[config.mk]
export PLATFORM = sky130hd
export DESIGN_NAME = decimal_text_to_int_parser
export DESIGN_NICKNAME = d
export VERILOG_FILES = /design/src/sv/dtp_pkg.sv /design/src/sv/dtp_step.sv /design/src/sv/decimal_text_to_int_parser.sv
export SDC_FILE = /design/constraint.sdc
export NUM_CORES = 1
export LEC_CHECK = 0
export BUFFER_PORTS_ARGS = -buffer_cell sky130_fd_sc_hd__buf_2
export CAP_MARGIN = 40
export CORE_UTILIZATION = 67
export CTS_CLUSTER_DIAMETER = 200
export CTS_CLUSTER_SIZE = 12
export DETAILED_ROUTE_END_ITERATION = 10
export PLACE_DENSITY = 0.91
export REMOVE_ABC_BUFFERS = 1
export SETUP_SLACK_MARGIN = 0.4
export SLEW_MARGIN = 25
export SYNTH_ARGS = -nofsm -noshare
export SYNTH_HDL_FRONTEND = slang
export SYNTH_SLANG_ARGS = --single-unit
[constraint.sdc]
create_clock -name clk -period 12 [get_ports clk]
set_input_delay 0.6 -clock clk [delete_from_list [all_inputs] [get_ports clk]]
set_output_delay 0.6 -clock clk [all_outputs]
set_load 0.02 [all_outputs]
[src/sv/dtp_pkg.sv]
// Package with the shared types and character constants of the decimal text parser.
package dtp_pkg;

	// Character codes
	localparam logic [7:0] CHAR_NUL   = 8'h00;
	localparam logic [7:0] CHAR_MINUS = 8'h2d;
	localparam logic [7:0] CHAR_ZERO  = 8'h30;
	localparam logic [7:0] CHAR_NINE  = 8'h39;

	// Magnitude saturates at 2^32; one bit above int32 magnitude
	localparam int MAG_W = 33;
	localparam logic [MAG_W-1:0] MAG_CAP = {1'b1, 32'h0};

	// Range limits for the final check
	localparam logic [MAG_W-1:0] LIM32_POS = 33'd2147483647;
	localparam logic [MAG_W-1:0] LIM32_NEG = 33'd2147483648;
	localparam logic [MAG_W-1:0] LIM16_POS = 33'd32767;
	localparam logic [MAG_W-1:0] LIM16_NEG = 33'd32768;

	// Configuration register indexes
	localparam logic [1:0] REG_STOP_LENGTH = 2'd0;
	localparam logic [1:0] REG_SKIP_ZEROS  = 2'd1;
	localparam logic [1:0] REG_NARROW      = 2'd2;

	typedef enum logic [2:0] {
		PH_START,
		PH_SIGNED,
		PH_ZERO_FIRST,
		PH_SKIPPING,
		PH_DIGITS,
		PH_DONE
	} phase_t;

	typedef enum logic [1:0] {
		VD_UNDECIDED,
		VD_OK,
		VD_FAIL
	} verdict_t;

	typedef struct packed {
		logic [7:0] stop_length;
		logic       skip_leading_zeros;
		logic       narrow_mode;
	} cfg_t;

	typedef struct packed {
		phase_t           phase;
		logic [7:0]       pos;
		logic             neg;
		logic [MAG_W-1:0] mag;
		verdict_t         verdict;
	} parse_state_t;

	localparam parse_state_t STATE_RESET = '{
		phase:   PH_START,
		pos:     8'd0,
		neg:     1'b0,
		mag:     '0,
		verdict: VD_UNDECIDED
	};

endpackage

[src/sv/dtp_step.sv]
// Combinational step of the parser: next state and result for one character.
module dtp_step #(
	parameter int MAX_CHARS = 11
) (
	input  dtp_pkg::cfg_t         cfg,
	input  dtp_pkg::parse_state_t cur,
	input  logic [7:0]            char_code,
	output dtp_pkg::parse_state_t nxt,
	output logic                  term,
	output logic signed [31:0]    value,
	output logic                  ok
);

	localparam logic [7:0] LAST_POS = 8'(MAX_CHARS - 1);

	logic                        is_digit;
	logic [3:0]                  digit;
	logic                        stop_hit;
	logic                        too_far;
	logic [dtp_pkg::MAG_W+3:0]   mag_x10;
	logic [dtp_pkg::MAG_W-1:0]   mag_acc;
	logic                        good;
	logic [dtp_pkg::MAG_W-1:0]   mag_emit;
	logic [dtp_pkg::MAG_W-1:0]   limit;
	logic                        in_range;
	logic [31:0]                 mag_lo;
	dtp_pkg::parse_state_t       fd;

	// Classify the character and the position
	assign is_digit = (char_code >= dtp_pkg::CHAR_ZERO) && (char_code <= dtp_pkg::CHAR_NINE);
	assign digit    = char_code[3:0];
	assign stop_hit = (cfg.stop_length != 8'd0) &&
		(({1'b0, cur.pos} + 9'd1) >= {1'b0, cfg.stop_length});
	assign too_far  = cur.pos > LAST_POS;
	assign term     = char_code == dtp_pkg::CHAR_NUL;

	// Accumulate one decimal digit, saturated at 2^32
	always_comb begin
		mag_x10 = {1'b0, cur.mag, 3'b000} + {3'b000, cur.mag, 1'b0} +
			{{(dtp_pkg::MAG_W){1'b0}}, digit};
		if (mag_x10 > {4'b0000, dtp_pkg::MAG_CAP}) begin
			mag_acc = dtp_pkg::MAG_CAP;
		end else begin
			mag_acc = mag_x10[dtp_pkg::MAG_W-1:0];
		end
	end

	// Take the first significant digit
	always_comb begin
		fd = cur;
		if (!is_digit) begin
			fd.phase   = dtp_pkg::PH_DONE;
			fd.verdict = dtp_pkg::VD_FAIL;
		end else begin
			fd.mag = {{(dtp_pkg::MAG_W-4){1'b0}}, digit};
			if (stop_hit) begin
				fd.phase   = dtp_pkg::PH_DONE;
				fd.verdict = dtp_pkg::VD_OK;
			end else begin
				fd.phase = dtp_pkg::PH_DIGITS;
			end
		end
	end

	// Advance the parse state
	always_comb begin
		nxt      = cur;
		good     = 1'b0;
		mag_emit = cur.mag;
		if (term) begin
			unique case (cur.phase)
				dtp_pkg::PH_ZERO_FIRST: begin
					mag_emit = '0;
					good     = 1'b1;
				end
				dtp_pkg::PH_SKIPPING: begin
					mag_emit = '0;
					good     = !too_far;
				end
				dtp_pkg::PH_DIGITS: good = 1'b1;
				dtp_pkg::PH_DONE:   good = cur.verdict == dtp_pkg::VD_OK;
				default:            good = 1'b0;
			endcase
			nxt = dtp_pkg::STATE_RESET;
		end else begin
			unique case (cur.phase)
				dtp_pkg::PH_START, dtp_pkg::PH_SIGNED: begin
					if (cur.phase == dtp_pkg::PH_START && char_code == dtp_pkg::CHAR_MINUS) begin
						nxt.neg   = 1'b1;
						nxt.phase = dtp_pkg::PH_SIGNED;
					end else if (char_code == dtp_pkg::CHAR_ZERO) begin
						nxt.mag = '0;
						if (cfg.stop_length == 8'd1) begin
							nxt.phase   = dtp_pkg::PH_DONE;
							nxt.verdict = dtp_pkg::VD_OK;
						end else begin
							nxt.phase = dtp_pkg::PH_ZERO_FIRST;
						end
					end else begin
						nxt = fd;
					end
				end
				dtp_pkg::PH_ZERO_FIRST, dtp_pkg::PH_SKIPPING: begin
					if ((cur.phase == dtp_pkg::PH_ZERO_FIRST && !cfg.skip_leading_zeros) ||
						too_far) begin
						nxt.phase   = dtp_pkg::PH_DONE;
						nxt.verdict = dtp_pkg::VD_FAIL;
					end else if (char_code == dtp_pkg::CHAR_ZERO) begin
						nxt.phase = dtp_pkg::PH_SKIPPING;
					end else begin
						nxt = fd;
					end
				end
				dtp_pkg::PH_DIGITS: begin
					if (too_far || !is_digit) begin
						nxt.phase   = dtp_pkg::PH_DONE;
						nxt.verdict = dtp_pkg::VD_FAIL;
					end else begin
						nxt.mag = mag_acc;
						if (stop_hit) begin
							nxt.phase   = dtp_pkg::PH_DONE;
							nxt.verdict = dtp_pkg::VD_OK;
						end
					end
				end
				default: ;
			endcase
			// Saturate the position counter
			nxt.pos = (cur.pos == 8'hff) ? cur.pos : cur.pos + 8'd1;
		end
	end

	// Check the range and form the signed result
	always_comb begin
		if (cfg.narrow_mode) begin
			limit = cur.neg ? dtp_pkg::LIM16_NEG : dtp_pkg::LIM16_POS;
		end else begin
			limit = cur.neg ? dtp_pkg::LIM32_NEG : dtp_pkg::LIM32_POS;
		end
		in_range = mag_emit <= limit;
		mag_lo   = mag_emit[31:0];
		ok       = good && in_range;
		if (!ok) begin
			value = '0;
		end else if (cur.neg) begin
			value = signed'(32'd0 - mag_lo);
		end else begin
			value = signed'(mag_lo);
		end
	end

endmodule

[src/sv/decimal_text_to_int_parser.sv]
// Top level of the streaming decimal text to integer parser.
//
// Channel  Direction  Handshake             Payload
// input    in         in_valid / in_stall   char_code[7:0]
// output   out        out_valid / out_stall value[31:0] signed, ok
// config   in         cfg_we                cfg_index[1:0], cfg_data[7:0]
//
// One character is taken per cycle while in_stall is low; a terminating byte
// passes the character register, then loads the result register. Each holds
// one transaction, so bytes keep flowing while a result waits.
// A terminator stalls in the character register only while the result register
// is full and stalled. Reset clears the parse state, the config and all valids.
module decimal_text_to_int_parser #(
	parameter int MAX_CHARS = 11
) (
	input  logic               clk,
	input  logic               arst_n,
	input  logic               in_valid,
	output logic               in_stall,
	input  logic [7:0]         char_code,
	output logic               out_valid,
	input  logic               out_stall,
	output logic signed [31:0] value,
	output logic               ok,
	input  logic               cfg_we,
	input  logic [1:0]         cfg_index,
	input  logic [7:0]         cfg_data
);

	dtp_pkg::cfg_t         cfg_q;
	dtp_pkg::parse_state_t state_q;
	dtp_pkg::parse_state_t state_nxt;
	logic                  valid_s1;
	logic [7:0]            char_s1;
	logic                  out_valid_q;
	logic signed [31:0]    value_q;
	logic                  ok_q;
	logic                  term;
	logic signed [31:0]    step_value;
	logic                  step_ok;
	logic                  out_free;
	logic                  proc;

	// Write configuration registers
	always_ff @(posedge clk or negedge arst_n) begin
		if (!arst_n) begin
			cfg_q <= '0;
		end else if (cfg_we) begin
			unique case (cfg_index)
				dtp_pkg::REG_STOP_LENGTH: cfg_q.stop_length        <= cfg_data;
				dtp_pkg::REG_SKIP_ZEROS:  cfg_q.skip_leading_zeros <= cfg_data[0];
				dtp_pkg::REG_NARROW:      cfg_q.narrow_mode        <= cfg_data[0];
				default: ;
			endcase
		end
	end

	dtp_step #(
		.MAX_CHARS(MAX_CHARS)
	) u_step (
		.cfg(cfg_q),
		.cur(state_q),
		.char_code(char_s1),
		.nxt(state_nxt),
		.term(term),
		.value(step_value),
		.ok(step_ok)
	);

	// Process the held character unless its result has nowhere to go
	assign out_free = !out_valid_q || !out_stall;
	assign proc     = valid_s1 && (!term || out_free);
	assign in_stall = valid_s1 && !proc;

	// Hold the input character
	always_ff @(posedge clk or negedge arst_n) begin
		if (!arst_n) begin
			valid_s1 <= 1'b0;
		end else if (!in_stall) begin
			valid_s1 <= in_valid;
		end
	end

	always_ff @(posedge clk) begin
		if (in_valid && !in_stall) begin
			char_s1 <= char_code;
		end
	end

	// Advance the parse state
	always_ff @(posedge clk or negedge arst_n) begin
		if (!arst_n) begin
			state_q <= dtp_pkg::STATE_RESET;
		end else if (proc) begin
			state_q <= state_nxt;
		end
	end

	// Load the result register on a terminator
	always_ff @(posedge clk or negedge arst_n) begin
		if (!arst_n) begin
			out_valid_q <= 1'b0;
		end else if (out_free) begin
			out_valid_q <= proc && term;
		end
	end

	always_ff @(posedge clk) begin
		if (out_free && proc && term) begin
			value_q <= step_value;
			ok_q    <= step_ok;
		end
	end

	assign out_valid = out_valid_q;
	assign value     = value_q;
	assign ok        = ok_q;

endmodule

==> impl_results.md, run 1 <==
* Status: finished, final reports clean
* R2r endpoint: state_q[2]
* Synth top area share at about 17%
* Critical path endpoint category: register
* Pleak at roughly 4.6 nW
* Root Driver: clkbuf_16
* Synthesized flop and latch total at 100
* Via count at ~8.0k
* Clock buffer count from CTS at 9
* Antenna cells at 0
* PortBufs at 57
* Vias per inst at a little under 7
* Sw power at ~770 uW
* Reg clk slew, reported paths at around 0.080 ns
* Setup bufs post-CTS at 0
* Clock Power Share at 17.4%
* Hold Slack at about 0.12 ns
* Clk_lat worst skew at between 0.3 and 0.4 ns
* Leading area contributor after synthesis: dfrtp_1
* Initial antenna violation count at 0
* Register area share after synthesis at between 30% and 40%
* Final Setup Violations at 0
* Max incr delay on CP at 0.84 ns
* Initial core utilization at 69.1%
* Remaining DRCs at 0
* Pint at around 930 uW
* Worst-margin pin slew at 0.860 ns
* Cts hold-fix bufs at 0
* First-pass GRT wire length at 36,100 um
* Top_reg_cell synth: dfrtp_1
* Vias in the first global route at about 7.3k
* Die H at 117 um
* VDD IR max at 131 uV
* DP HPWL at 16,700 um
* Crit path cell chain: fa_1 -> inv_1 -> fa_1 -> nand2b_1 -> a21oi_1 -> o21a_1 -> o22ai_1 -> o21ai_0 -> xor2_1 -> nor4_1 -> nand4b_1 -> a211oi_4 -> a31o_2
* Final WL at between 20,000 and 25,000 um
* Crit-path slowest cell: a211oi_4
* H-tree depth at 3
* Drt pass-1 iters at 5
* Net Sw Frac at between 40 and 50%
* Antenna viol nets, final at 0
* Pwr dens at about 180 nW/um2
* DR WL/cell at 19.0 um
* Max Cap Viol at 0
* Total gr overflow at 0
* Comb power frac at 54.7%
* Worst reg2reg setup slack at a little over 7 ns
* Fin Setup TNS at 0 ns
* Ports at 58
* Clock Skews at around 0.012 ns
* Worst min path class: input pin to async pin
* Sequential share of power at 27.9%
* Overall Global Routing Usage at about 34%
* Syn Inst Count at approximately 970
* Slew headroom at between 40% and 50%
* WP data arrival at around 5 ns
* Largest net degree at the start of global routing at 60
* CTS tree: yes
* Critical path type: register to register
* Pins Over Slew Limit at 0
* Most frequent cells in the layout: 110 x ha_1, 81 x nand2_1, 61 x a21oi_1
* Fin crit period at 4.85 ns
* Layout cells sized above 1 at a little under an eighth
* Die area at roughly 14,000 um2
* Critical path peak fanout at 19
* RSZ-0062 raised after global routing: false
* Area grow syn2layout at 8.58%
* Mean area per synthesized cell at ~9.0 um2
* DR iter-0 viols at roughly 1.1k
* GPL Wtd Cong at between 0.9 and 1
* Mapped cell area at approximately 8800 um2
* Ranking of synthesized cells by area: dfrtp_1 17%, ha_1 16%, edfxtp_1 14%
* CP startpoint kind: register
* Cts repair resizes at 0
* Final Hold Viols at 0
* CP most frequent cell: fa_1
* Post-synth EDFFs at slightly above 40
* Commonest non-fill, non-tap cell in the layout: ha_1
* Sink Count at 100
* Max Fclk at 206 MHz
* R2R cell count at 13
* Synth warnings at 0
* R2R Path Start: state_q[2]
* Chip Width at 117 um
* Worst endpoint required time at between 10 and 15 ns
* Clk buf depth at 2
* Core Region at about 13,000 um2
* Fin nets at around 1.1k
* Final worst-path cycle share at about two fifths
* Async set-reset flop share out of synthesis at approximately 60%
* FP Rows at 41
* Synth unique cells at around 80
## worst max-delay path: cells and delay by family, from the launching register on
family / cells / cell delay [ns]
xor+xnor: 1 / 0.17
flops: 1 / 0.48
simple gates: 3 / 0.74
fa+ha+maj: 2 / 1.04
buf+inv: 1 / 0.07
compound gates: 6 / 2.29
## state kept, by name, summed over array words and instances, names as in the netlist
signal,count
char_s1,8
cfg_q,10
value,32
state_q,47
ok,1
valid_s1,1
out_valid,1
## area by class of cell
type / count / area, um2
Timing Repair Buffer: 69 / 413
Fill cell: 917 / 3180
Tap cell: 172 / 215
Clock buffer: 10 / 250
Sequential cell: 100 / 2710
Clock inverter: 6 / 48.8
Inverter: 27 / 101
Multi-Input combinational cell: 805 / 5810
## cells by family after synthesis
group	count (synthesis)	share of synthesized area (%)
AOI/OAI and AO/OA	323	25.3
and+or+nand+nor	311	18.4
adders and majority gates	112	16.1
DFF	100	30.8
buffers and inverters	68	3.29
xor gates and xnor gates	55	5.48
muxes	4	0.555
## stage by stage
stage	instances	util (%)	cell area, um2	setup WS, ns	power (mW)
2_1_floorplan	932	-	8600	7.34	1.14
3_3_place_gp	1170	72.2	9190	7.42	1.33
3_5_place_dp	1171	72.4	9210	7.27	1.37
4_1_cts	1187	74.8	9510	7.24	1.67
5_1_grt	1189	75.0	9550	6.86	1.82
6_report	1189	75.0	9550	7.15	1.70
## power by group through the flow
stage | combinational, mW | clock (mW) | sequential, mW
final | 0.930 | 0.297 | 0.474
after CTS | 0.907 | 0.298 | 0.469
after global placement | 0.861 | 0 | 0.473
after detailed placement | 0.894 | 0 | 0.477
after floorplan | 0.695 | 0 | 0.450
after global routing | 1.02 | 0.313 | 0.480
## how the worst max path moves through the flow
stage,cells past startpoint,start,end
final,13,state_q[2],state_q[2]
after detailed placement,13,state_q[2],state_q[2]
after floorplan,14,state_q[35],value[0]
after global routing,13,state_q[2],state_q[2]
after CTS,13,state_q[2],state_q[2]
after global placement,13,state_q[2],state_q[2]
## cell usage after synthesis, drive strengths merged, types with 3 or more instances
cell type	n
nand2	82
nand4	21
edfxtp	41
o21a	8
nor4	15
mux2	4
nand3b	3
o41ai	3
a21o	37
or4	4
a221oi	4
clkbuf	29
a221o	6
or2	8
a2111oi	13
xor2	36
dfrtp	59
a31o	4
a211oi	31
buf	12
and3	6
a22oi	3
inv	26
xnor2	19
or3	14
o311ai	3
a21boi	4
o22ai	3
o21ai	68
o31ai	12
nand2b	16
a31oi	7
and2	34
nor2	56
a22o	23
a21oi	67
nand3	18
ha	110
o211ai	12
nor2b	12
nor3	15
## per-layer routing
metal | up-vias | track usage [%] | wire length (um)
li1 | 3792 | - | -
met1 | 3769 | 47.3 | 9900
met2 | 385 | 53.3 | 10300
met3 | 58 | 6.69 | 1780
met4 | 0 | 13.6 | 587
met5 | - | 0 | 0
(Power assumes the default switching activity.)
==> inputs of run 2 (changes only) <==
- CORE_UTILIZATION: 67 -> 63
- PLACE_DENSITY: 0.91 -> 0.86
- clock period: 12 -> 4.98 ns (I/O delays scaled with it)
==> impl_results.md, run 2 (synthesis gave the netlist of run 1 again) <==
* Chip Width at 120 um (+3.1%)
* Clock buffer count from CTS at 9 (unchanged)
* Max Cap Viol at 0 (unchanged)
* CP startpoint kind: register
* Hold Slack at 0.0666 ns (-0.0497 ns)
* Critical path peak fanout at 36 (+17)
* Drt pass-1 iters at 5 (unchanged)
* Final Hold Viols at 0 (unchanged)
* Final worst-path cycle share at 88.7% (+48 points)
* Antenna viol nets, final at 0 (unchanged)
* Ports at 58 (unchanged)
* DR WL/cell at 18.8 um (-0.83%)
* Critical path endpoint category: register
* Most frequent cells in the layout: 110 x ha_1, 80 x nand2_1, 59 x a21oi_1, 59 x dfrtp_1
* Layout cells sized above 1 at 12.5% (+1.1 points)
* WP data arrival at 4.54 ns (-0.61 ns)
* Die area at 14,400 um2 (+6.2%)
* DP HPWL at 16,700 um (-0.17%)
* Sink Count at 100 (unchanged)
* Via count at 7,981 (-0.29%)
* Worst Setup SP: char_s1[0]
* Critical path type: register to register
* Biggest register: state_q
* Total gr overflow at 0 (unchanged)
* Final Setup Violations at 0 (unchanged)
* Commonest non-fill, non-tap cell in the layout: ha_1
* RSZ-0062 raised after global routing: true
* Worst-margin pin slew at 0.960 ns (+0.0994 ns)
* GPL Wtd Cong at 0.942 (-3.9%)
* First-pass GRT wire length at 37,200 um (+3.0%)
* Hold_sp: char_code[6]
* Remaining DRCs at 0 (unchanged)
* Status: finished, final reports clean
* Fin Setup TNS at 0 ns (unchanged)
* Pins Over Slew Limit at 0 (unchanged)
* Worst endpoint required time at 5.10 ns (-7.20 ns)
* Initial core utilization at 65.6% (-3.5 points)
* Worst min path class: input pin to register
* Pleak at 4.62 nW (+1.4%)
* Fin nets at 1,158 (+0.96%)
* Number of flip-flops in the largest register at 47 (unchanged)
* Final WL at 22,600 um (+0.42%)
* Clk buf depth at 2 (unchanged)
* VDD IR max at 268 uV (+110%)
* FP Rows at 42 (+2.4%)
* Vias in the first global route at 7,489 (+2.4%)
* H-tree depth at 3 (unchanged)
* Root Driver: clkbuf_16
* R2R Path Start: char_s1[0]
* Area grow syn2layout at 10.4%
* Reg clk slew, reported paths at 0.07 ns (about the same)
* Largest net degree at the start of global routing at 60 (unchanged)
* DP Worst Slack at 0.269 ns (-7.00 ns)
* Final worst slack at 0.561 ns (-6.59 ns)
* Clk_lat worst skew at 0.36 ns (about the same)
* PortBufs at 57 (unchanged)
* Die H at 120 um (+3.1%)
* Fin crit period at 4.42 ns (-0.431 ns)
* Initial antenna violation count at 0 (unchanged)
* Power, Total at 4.16 mW (+140%)
* Pwr dens at 428 nW/um2 (+140%)
* DR iter-0 viols at 800 (-25%)
* Clock Skews at 0.0104 ns (-0.00125 ns)
* Vias per inst at 6.63 (-1.5%)
* Slew headroom at 35.3% (-7.1 points)
* Overall Global Routing Usage at 32.6% (-1.8 points)
* Antenna cells at 0 (unchanged)
* Core Region at 13,400 um2 (+5.3%)
* Max Fclk at 226 MHz (+9.8%)
* CTS tree: yes
-- run 2: cell types whose count changed in the layout (fill, tap and decap cells not counted), moves of 2 or more --
cell / delta
buf_4: +10
a2111oi_0: -6
a2111oi_1: +5
a21oi_1: -2
bufinv_16: +2
clkinv_1: +2
inv_6: -2
-- run 2: per-stage QoR --
step                instances  cell area (um2)  utilization, %
floorplan                 932             8600               -
global placement         1184             9270            69.2
detailed placement       1185             9290            69.4
CTS                      1201             9620            71.8
global route             1204             9700            72.4
finish                   1204             9700            72.4
-- run 2: final timing paths --
path	end	slack, ns	cells after the start
hold / removal	char_s1[6]	0.07	1
hold reg to reg	cfg_q[0]	0.51	1
max in group asynchronous	valid_s1	4.17	4
setup / recovery	value[3]	0.56	15
setup reg to reg	value[3]	0.56	15
min in group asynchronous	cfg_q[3]	0.32	3
-- run 2: area by class of cell --
cell class / count / area, um2
timing repair buffer: 80 / 504
multi-input combinational: 805 / 5850
tap: 176 / 220
clock buffer: 10 / 239
inverter: 27 / 101
sequential: 100 / 2710
clock inverter: 6 / 85.1
fill: 1029 / 3700
-- run 2: worst max-delay path, cell delays in order (launching register included) --
cell and delay (ns):
edfxtp_1 0.49, nor4_2 0.35, and3_1 0.26, nand2_2 0.19
buf_6 0.26, and2_1 0.17, ha_1 0.28, nor2b_1 0.13
o21ai_0 0.16, a21oi_1 0.09, o31ai_1 0.34, o211ai_1 0.16
a221oi_1 0.35, o41ai_1 0.15, a21o_4 0.34, a2111oi_0 0.44
-- run 2: layer usage --
layer	routed length [um]	vias to the layer above	GRT usage (%)
met4	491	0	10.6
met3	1710	49	5.80
li1	-	3800	-
met5	0	-	0
met1	9890	3785	44.1
met2	10600	347	52.4
-- run 2: report_power, final --
group          internal, mW  switching (mW)
Combinational         0.935            1.31
Clock                 0.454           0.328
Sequential            0.953           0.177
Total                  2.34            1.81
-- run 2: what timing repair did --
| action | 4_1_cts | 5_1_grt |
|---|---|---|
| endpoints found under the hold margin | 0 | 6 |
| setup buffers | 0 | 1 |
| hold buffers | 0 | 1 |
| setup endpoints to repair | 9 | 48 |
| pin swaps | 0 | 1 |
| resized for setup | 2 | 13 |
==> inputs of run 3 (changes only) <==
- clock period: 4.98 -> 4.32 ns (I/O delays scaled with it)
==> impl_results.md, run 3 (synthesis gave the netlist of run 1 again) <==
* Met1 GRT Util at 46.7% (+2.6 points)
* Max Cap Viol at 0 (unchanged)
* Status: finished, final reports clean
* Overall Global Routing Usage at 34.3% (+1.7 points)
* Crit-path slowest cell: a221oi_4
* DR WL/cell at 22.3 um (+18%)
* PortBufs at 57 (unchanged)
* Via count at 8,863 (+11%)
* CP startpoint kind: register
* Final Hold Viols at 0 (unchanged)
* VDD IR max at 407 uV (+52%)
* CP most frequent cell: nor2_1
* Biggest register: state_q
* Core Region at 13,400 um2 (unchanged)
* Final WL at 27,900 um (+23%)
* Crit path cell chain: nor4_2 -> and3_4 -> nand2_8 -> buf_6 -> and2_1 -> ha_1 -> nand4_1 -> nor2_1 -> nor2_1 -> a21oi_1 -> o31ai_1 -> o211ai_1 -> a221oi_4 -> o41ai_4 -> a21o_4 -> a2111oi_4
* Commonest non-fill, non-tap cell in the layout: ha_1
* Initial antenna violation count at 0 (unchanged)
* Clk_lat worst skew at 0.37 ns (about the same)
* Critical path type: register to register
* Fillers at 829 (-19%)
* Antenna viol nets, final at 0 (unchanged)
* R2r endpoint: value[9]
* Initial core utilization at 65.6% (unchanged)
* Reg clk slew, reported paths at 0.07 ns (about the same)
* Clk buf depth at 2 (unchanged)
* Worst-margin pin slew at 1.02 ns (+0.0589 ns)
* Layout cells sized above 1 at 24.1% (+12 points)
* FP Rows at 42 (unchanged)
* Max incr delay on CP at 0.43 ns (-0.06 ns)
* First-pass GRT wire length at 39,200 um (+5.2%)
* Busiest grt layer: met2
* Pleak at 4.98 nW (+7.7%)
* Critical path peak fanout at 8 (-78%)
* Chip Width at 120 um (unchanged)
* Ports at 58 (unchanged)
* Vias per inst at 7.07 (+6.7%)
* GR Layer Usage met2 at 52.7% (+0.25 points)
* Worst Hold Path Cells at 1 (unchanged)
* Pwr dens at 515 nW/um2 (+20%)
* Worst endpoint required time at 4.50 ns (-0.60 ns)
* Buf+Inv Stages, Crit Path at 1 (unchanged)
* Fin nets at 1,207 (+4.2%)
* H-tree depth at 3 (unchanged)
* Worst min path class: input pin to register
* Total gr overflow at 0 (unchanged)
* Number of flip-flops in the largest register at 47 (unchanged)
* Final Setup Violations at 0 (unchanged)
* DP HPWL at 17,200 um (+3.0%)
* DR iter-0 viols at 1,248 (+56%)
* Max Fclk at 240 MHz (+5.9%)
* WHS Endpoint: char_s1[3]
* Sink Count at 100 (unchanged)
* Fin crit period at 4.17 ns (-0.245 ns)
* Drt pass-1 iters at 7 (+2)
* Fin Setup TNS at 0 ns (unchanged)
* Hold Slack at 0.0213 ns (-0.0453 ns)
* Area grow syn2layout at 22.2%
* Vias in the first global route at 7,984 (+6.6%)
* Root Driver: clkbuf_16
* Die area at 14,400 um2 (unchanged)
* Worst reg2reg setup slack at 0.15 ns (-0.41 ns)
* Most frequent cells in the layout: 99 x ha_1, 79 x nand2_1, 57 x buf_2
* Antenna cells at 0 (unchanged)
* Final worst-path cycle share at 96.6% (+7.9 points)
* Met3 usage at 4.23% (-1.6 points)
* Pins Over Slew Limit at 0 (unchanged)
* R2R Path Start: char_s1[5]
* WP data arrival at 4.35 ns (-0.19 ns)
* Top Family by Delay on Critical Path: compound AO/OA/AOI/OAI gates
* GPL Wtd Cong at 0.980 (+4.0%)
* Die H at 120 um (unchanged)
* Largest net degree at the start of global routing at 60 (unchanged)
* Critical path endpoint category: register
* Slew headroom at 31.4% (-4.0 points)
* Clock Skews at 0.0119 ns (+0.00145 ns)
* Final core utilization at 80.1% (+7.7 points)
* CTS tree: yes
* Hold_sp: char_code[3]
* RSZ-0062 raised after global routing: true
* Clock buffer count from CTS at 9 (unchanged)
* Remaining DRCs at 0 (unchanged)
* R2R cell count at 16 (+1)
==> run 3: changes by cell type in the layout (fill, tap and decap cells not counted), moves of 6 or more <==
cell / change
a2111oi_4: +9
a211oi_1: -24
a211oi_2: +23
a21oi_1: -6
buf_4: +35
buf_6: +10
ha_1: -11
ha_4: +6
==> run 3: final cells by class <==
cell class,instances,area [um2],area share [%]
tap,176,220,2.05
multi-input combinational,806,6460,60.1
inverter,27,101,0.944
sequential,100,2710,25.2
clock inverter,5,47.5,0.443
timing repair buffer,128,950,8.84
clock buffer,11,253,2.35
==> run 3: how the worst max path moves through the flow <==
stage | start | to | depth (start not counted)
4_1_cts | char_s1[3] | value[19] | 15
6_report | char_s1[5] | value[9] | 16
5_1_grt | char_s1[5] | value[9] | 16
3_5_place_dp | char_s1[3] | state_q[21] | 14
2_1_floorplan | state_q[35] | value[0] | 14
3_3_place_gp | char_s1[3] | state_q[21] | 15
==> run 3: worst reg2reg max path, stage by stage, from the launching register on <==
cell	delay (ns)
edfxtp_1	0.41
nor4_2	0.33
and3_4	0.27
nand2_8	0.09
buf_6	0.19
and2_1	0.17
ha_1	0.29
nand4_1	0.15
nor2_1	0.07
nor2_1	0.12
a21oi_1	0.09
o31ai_1	0.26
o211ai_1	0.22
a221oi_4	0.43
o41ai_4	0.17
a21o_4	0.34
a2111oi_4	0.38
==> run 3: per-layer routing <==
metal,vias up,part of all wire (%)
met3,164,9.2
met2,588,46
li1,3925,-
met5,-,0
met1,4186,40
met4,0,5.3
==> run 3: where the power goes <==
part	internal (mW)	switching, mW	total, mW
clock network	0.429	0.395	0.824
registers	1.10	0.173	1.27
logic	1.38	2.06	3.43
total	2.91	2.62	5.53
==> run 3: metrics by stage <==
step	total power, mW	setup slack, ns	std cells	area, um2
floorplan	3.18	-0.337	932	8600
global placement	3.78	0.0177	1203	9410
detailed placement	3.89	-0.0399	1204	9440
CTS	4.86	0.375	1236	10100
global route	5.81	0.0392	1253	10700
finish	5.53	0.147	1253	10700
==> run 3: repair_timing <==
| item | CTS | global route |
|---|---|---|
| pin swaps | 31 | 38 |
| endpoints found under the setup margin | 66 | 65 |
| buffers inserted | 14 | 13 |
| hold endpoints to repair | 0 | 5 |
| gates resized for setup | 51 | 94 |
| gates cloned | 2 | 2 |
| hold buffers | 0 | 1 |
